## config.mk

```make
export PLATFORM = sky130hd
export DESIGN_NAME = drl_bucket
export DESIGN_NICKNAME = d
export VERILOG_FILES = /design/src/rtl/core/drl_pkg.sv /design/src/rtl/core/drl_bucket.sv
export SDC_FILE = /design/constraint.sdc
export NUM_CORES = 2
export LEC_CHECK = 0
export ABC_AREA = 1
export BUFFER_PORTS_ARGS = -buffer_cell sky130_fd_sc_hd__clkbuf_2
export CORE_ASPECT_RATIO = 0.7
export CORE_MARGIN = 2
export CORE_UTILIZATION = 46
export DETAILED_ROUTE_END_ITERATION = 10
export SETUP_SLACK_MARGIN = 0.15
export SLEW_MARGIN = 10
export SYNTH_ARGS = -nofsm -noshare
export SYNTH_HDL_FRONTEND = slang
export SYNTH_SLANG_ARGS = --single-unit
export TNS_END_PERCENT = 10
```

## constraint.sdc

```tcl
create_clock -name clk_i -period 7.4 [get_ports clk_i]
set_input_delay 0.74 -clock clk_i [delete_from_list [all_inputs] [get_ports clk_i]]
set_output_delay 0.74 -clock clk_i [all_outputs]
set_load 0.01 [all_outputs]
```

## src/rtl/core/drl_pkg.sv

```systemverilog
// Shared types and constants of the dual request rate limiter.
// Used by every module of the block but the checker; depends on nothing else.
package drl_pkg;

  localparam int unsigned LogDepth = 4096;
  localparam int unsigned LogAw    = $clog2(LogDepth);

  localparam logic [1:0] CFG_RATE   = 2'd0;
  localparam logic [1:0] CFG_CAP    = 2'd1;
  localparam logic [1:0] CFG_WINDOW = 2'd2;
  localparam logic [1:0] CFG_MAX    = 2'd3;

  localparam logic [39:0] RATE_RST   = 40'd4294967296;
  localparam logic [15:0] CAP_RST    = 16'd16;
  localparam logic [31:0] WINDOW_RST = 32'd1000000;
  localparam logic [12:0] MAX_RST    = 13'd64;

  localparam logic [47:0] ONE_TOKEN = 48'h0001_0000_0000;

  typedef struct packed {
    logic        done;
    logic        pass;
    logic [15:0] whole;
  } bkt_res_t;

  typedef struct packed {
    logic        done;
    logic        pass;
    logic [12:0] free;
  } win_res_t;

  function automatic logic [31:0] sat_inc(input logic [31:0] v);
    sat_inc = (v == 32'hFFFF_FFFF) ? v : v + 32'd1;
  endfunction

endpackage

```

## src/rtl/core/drl_bucket.sv

```systemverilog
// Token bucket: refill by elapsed ticks times rate, cap, take one token.
// Uses drl_pkg; the 32x40 product is built from two 32x20 partial products.
module drl_bucket (
  input  logic              clk_i,
  input  logic              rst_ni,
  input  logic              start_i,
  input  logic              restart_i,
  input  logic [31:0]       stamp_i,
  input  logic [39:0]       rate_i,
  input  logic [15:0]       cap_i,
  output drl_pkg::bkt_res_t res_o
);
  localparam logic [2:0] B_IDLE = 3'd0;
  localparam logic [2:0] B_MLO  = 3'd1;
  localparam logic [2:0] B_MHI  = 3'd2;
  localparam logic [2:0] B_SUM  = 3'd3;
  localparam logic [2:0] B_TAKE = 3'd4;

  logic [2:0]  state_q, state_d;
  logic [47:0] level_q, level_d;
  logic [31:0] refill_q, refill_d;
  logic [31:0] now_q, elapsed_q;
  logic [51:0] pp0_q, pp1_q;
  logic        done_q, done_d, pass_q, pass_d;
  logic [71:0] prod;
  logic [49:0] sum;
  logic [47:0] cap48;
  logic        over;

  assign cap48 = {cap_i, 32'd0};
  assign prod  = {20'd0, pp0_q} + {pp1_q, 20'd0};
  assign sum   = {2'd0, level_q} + {1'b0, prod[48:0]};
  assign over  = (|prod[71:49]) || (sum > {2'd0, cap48});

  always_comb begin
    state_d  = state_q;
    level_d  = level_q;
    refill_d = refill_q;
    done_d   = done_q;
    pass_d   = pass_q;
    case (state_q)
      B_IDLE: begin
        if (restart_i) begin
          level_d  = cap48;
          refill_d = stamp_i;
        end else if (start_i) begin
          done_d  = 1'b0;
          state_d = B_MLO;
        end
      end
      B_MLO: state_d = B_MHI;
      B_MHI: state_d = B_SUM;
      B_SUM: begin
        if (elapsed_q != 32'd0) begin
          level_d  = over ? cap48 : sum[47:0];
          refill_d = now_q;
        end
        state_d = B_TAKE;
      end
      B_TAKE: begin
        pass_d = level_q >= drl_pkg::ONE_TOKEN;
        if (level_q >= drl_pkg::ONE_TOKEN) begin
          level_d = level_q - drl_pkg::ONE_TOKEN;
        end
        done_d  = 1'b1;
        state_d = B_IDLE;
      end
      default: state_d = B_IDLE;
    endcase
  end

  always_ff @(posedge clk_i or negedge rst_ni) begin
    if (!rst_ni) begin
      state_q  <= B_IDLE;
      level_q  <= {drl_pkg::CAP_RST, 32'd0};
      refill_q <= 32'd0;
      done_q   <= 1'b0;
      pass_q   <= 1'b0;
    end else begin
      state_q  <= state_d;
      level_q  <= level_d;
      refill_q <= refill_d;
      done_q   <= done_d;
      pass_q   <= pass_d;
    end
  end

  always_ff @(posedge clk_i) begin
    if (state_q == B_IDLE && start_i) begin
      now_q     <= stamp_i;
      elapsed_q <= stamp_i - refill_q;
    end
    if (state_q == B_MLO) begin
      pp0_q <= 52'(elapsed_q) * 52'(rate_i[19:0]);
    end
    if (state_q == B_MHI) begin
      pp1_q <= 52'(elapsed_q) * 52'(rate_i[39:20]);
    end
  end

  assign res_o.done  = done_q;
  assign res_o.pass  = pass_q;
  assign res_o.whole = level_q[47:32];
endmodule

```

==> metrics.txt <==
# TYPE chip_impl_metric gauge
chip_impl_metric{name="io_buffer_count",unit=""} 109
chip_impl_metric{name="timing.final.crit_period",unit="ns"} 7.01
chip_impl_metric{name="worstMarginPinSlew",unit="ns"} 0.926
chip_impl_info{name="ys_dominant_reg_cell",value="edfxtp_1"} 1
chip_impl_metric{name="setup_ws",unit="ns"} 0.391
chip_impl_metric{name="finClkSkew",unit="ns"} 0.0435
chip_impl_metric{name="routed_via_density",unit=""} 5.18
chip_impl_metric{name="post_placement_worst_setup_slack",unit="ns"} -0.0908
chip_impl_metric{name="h-tree-depth",unit=""} 1
chip_impl_metric{name="synth-edff-count",unit=""} 168
chip_impl_metric{name="io_pins",unit=""} 110
chip_impl_metric{name="detail_route.wirelength",unit="µm"} 188000
chip_impl_metric{name="worstPathArrival",unit="ns"} 7.38
chip_impl_metric{name="yosysUniqueCellTypes",unit=""} 58
chip_impl_metric{name="core_area",unit="µm²"} 129000
chip_impl_metric{name="final_hold_vios",unit=""} 0
chip_impl_metric{name="total_routing_resource_utilization_after_global_routing",unit="%"} 28.4
chip_impl_info{name="ctsRootBufferMaster",value="clkbuf_16"} 1
chip_impl_metric{name="final-max-slew-violation-count",unit=""} 0
chip_impl_metric{name="stdcell_count",unit=""} 9657
chip_impl_metric{name="drt_iter0_drc",unit=""} 4542
chip_impl_metric{name="place_hpwl",unit="µm"} 156000
chip_impl_info{name="cp-startpoint",value="elapsed_q[28]"} 1
chip_impl_info{name="criticalPathCategory",value="flip-flop to flip-flop"} 1
chip_impl_info{name="cp-start-kind",value="flip-flop"} 1
chip_impl_metric{name="vias",unit=""} 50000
chip_impl_metric{name="r2r_cells",unit=""} 22
chip_impl_info{name="grt_setup_unrepaired",value="yes"} 1
chip_impl_metric{name="antenna-diode-count",unit=""} 0
chip_impl_info{name="cts_tree",value="done"} 1
chip_impl_info{name="worst_setup_path_endpoint",value="pp0_q[51]"} 1
chip_impl_metric{name="drt_pre_antenna_iters",unit=""} 6
chip_impl_metric{name="fill_cells",unit=""} 12900
chip_impl_metric{name="final_nets",unit=""} 9523
chip_impl_metric{name="post_synth_inst_count",unit=""} 7836
chip_impl_metric{name="drtAntennaViolNets",unit=""} 0
chip_impl_metric{name="clk_pin_slew",unit="ns"} 0.07
chip_impl_metric{name="yosys_register_bits",unit=""} 253
chip_impl_metric{name="fmax",unit="MHz"} 143
chip_impl_info{name="end_kind",value="flip-flop"} 1
chip_impl_metric{name="synth.net_count",unit=""} 9460
chip_impl_metric{name="place_area",unit="µm²"} 63900
chip_impl_metric{name="pin_count_of_the_biggest_net_entering_global_routing",unit=""} 75
chip_impl_metric{name="grt_pass1_vias",unit=""} 50300
chip_impl_metric{name="wire_per_inst",unit="µm"} 19.5
chip_impl_metric{name="critical_path_peak_fanout",unit=""} 10
chip_impl_info{name="layout_common_cells",value="nand2_1 (2167), inv_1 (2048), fa_1 (1075)"} 1
chip_impl_metric{name="postSynth.asyncResetShare",unit="%"} 33.6
chip_impl_metric{name="fin_crit_sh",unit="%"} 94.7
chip_impl_metric{name="synth.yosys.warnings",unit=""} 0
chip_impl_info{name="result_of_the_run",value="finished clean"} 1
chip_impl_metric{name="timing.final.setup_violations",unit=""} 0
chip_impl_metric{name="grt.overflow.total",unit=""} 0
chip_impl_metric{name="clkLatencyLatePin",unit="ns"} 0.63
chip_impl_metric{name="max_cap_violations",unit=""} 0
chip_impl_metric{name="numPlacedInstances",unit=""} 9598
chip_impl_metric{name="place.gp.congestion",unit=""} 0.972
chip_impl_metric{name="die_width",unit="µm"} 436
chip_impl_info{name="r2r-start",value="elapsed_q[28]"} 1
chip_impl_metric{name="cts_made_buffers",unit=""} 28
chip_impl_metric{name="final_setup_tns",unit="ns"} 0
chip_impl_metric{name="die_area",unit="µm²"} 134000
chip_impl_info{name="layout.cells.most_common",value="nand2_1"} 1
chip_impl_metric{name="remaining_drc_errors",unit=""} 0
chip_impl_metric{name="first_pass_grt_wire_length",unit="µm"} 294000
chip_impl_metric{name="ys_seq_area_share",unit="%"} 11.9
chip_impl_metric{name="r2r_slack",unit="ns"} 0.39
chip_impl_info{name="rr_endpoint",value="pp0_q[51]"} 1
chip_impl_metric{name="placementRows",unit=""} 110
chip_impl_metric{name="slew_headroom",unit="%"} 38.3
chip_impl_metric{name="avgSynthCellArea",unit="µm²"} 7.67
chip_impl_metric{name="drive_above_1_share",unit="%"} 6.26
chip_impl_metric{name="final_cell_area",unit="µm²"} 65000
chip_impl_metric{name="clkSinkCount",unit=""} 253
chip_impl_metric{name="die_height",unit="µm"} 306
chip_impl_metric{name="area_growth_syn_to_fin",unit="%"} 8.09
chip_impl_metric{name="netlist_area",unit="µm²"} 60100
chip_impl_metric{name="start_util",unit="%"} 46.6
chip_impl_info{name="min_path_type",value="input port to async pin"} 1
chip_impl_metric{name="ctsLongestPathBuffers",unit=""} 3
chip_impl_metric{name="cp.required",unit="ns"} 7.77
chip_impl_metric{name="grt_antenna_before_repair",unit=""} 4
==> worst min-delay path by stage <==
stage                               to  slack, ns       start
after floorplan                 done_q       0.44      rst_ni
after global placement      state_q[0]       0.45  state_q[0]
after detailed placement    state_q[0]       0.46  state_q[0]
after CTS                 refill_q[18]       0.02      rst_ni
after global routing      refill_q[18]       0.06      rst_ni
final                     refill_q[22]       0.04      rst_ni
==> kinds of logic (layout without fill, tap and decap cells) <==
kind of cell             count (synthesis)  in the layout  synth area share [%]
AND/OR/NAND/NOR                       2877           2877                  19.1
adder cells (fa/ha/maj)               1532           1532                  45.3
flip-flops                             253            253                  11.9
buffers and inverters                 2392           2477                  15.1
AO/OA/AOI/OAI                          599            599                  5.89
XOR/XNOR                               183            183                  2.67
==> routing by layer <==
| layer | track usage [%] | vias up | part of all wire [%] | wire length (µm) |
|---|---|---|---|---|
| met1 | 43.8 | 24700 | 47 | 88700 |
| met5 | 0 | - | 0 | 0 |
| met4 | 4.47 | 0 | 1.7 | 3220 |
| met2 | 41.4 | 1987 | 41 | 77200 |
| met3 | 6.03 | 196 | 10 | 19100 |
| li1 | - | 23200 | - | - |
==> critical path, cell delays in order, from the launching register on <==
cell	delay (ns)
edfxtp_1	0.89
buf_4	0.33
buf_4	0.16
nand2_1	0.08
fa_1	0.58
fa_1	0.49
fa_1	0.51
fa_1	0.49
inv_1	0.05
fa_1	0.50
fa_1	0.44
ha_1	0.31
ha_1	0.46
nand2_1	0.13
nor2_1	0.17
inv_1	0.08
nor4_1	0.34
nand3_1	0.13
nand3_1	0.15
nand2_1	0.07
o211ai_1	0.12
a21oi_1	0.12
xor2_1	0.15
==> layout make-up <==
cell class	count	area, µm²	area share (%)
multi-input combinational	5191	43900	67.6
clock inverter	18	185	0.285
timing repair buffer	363	2990	4.61
inverter	2062	7740	11.9
sequential	253	7170	11.0
clock buffer	34	806	1.24
tap	1736	2170	3.34
==> timing repair <==
| item | 4_1_cts | 5_1_grt |
|---|---|---|
| hold buffers | 0 | 0 |
| setup endpoints to repair | 13 | 20 |
| resized for setup | 0 | 6 |
| setup buffers | 7 | 0 |
==> per-stage QoR <==
step,util (%),hold slack [ns]
6_report,50.3,0.0408
5_1_grt,50.3,0.0578
3_5_place_dp,49.5,0.463
4_1_cts,50.3,0.0221
3_3_place_gp,49.5,0.455
2_1_floorplan,-,0.437
==> Yosys cell counts, drive strengths merged (56+ instances only) <==
library cell | instances | share of area, %
nand2 | 2188 | 14
inv | 2058 | 13
fa | 1075 | 36
ha | 457 | 9.5
nor2 | 408 | 2.7
clkbuf | 296 | 1.8
a21oi | 271 | 2.3
edfxtp | 168 | 8.4
nand3 | 149 | 1.3
xor2 | 120 | 1.7
o21ai | 113 | 0.95
dfrtp | 84 | 3.5
xnor2 | 63 | 0.92
nand4 | 59 | 0.61
a31oi | 56 | 0.58
==> sequential cells by signal, indices dropped and copies added, names as in the netlist <==
signal,flops
state_q,3
refill_q,32
elapsed_q,32
done_q,1
level_q,48
now_q,32
pass_q,1
pp0_q,52
pp1_q,52
Power is left out: the tool's default activity adds up to more than one toggle a clock period on the data nets, which glitch-free logic cannot reach.
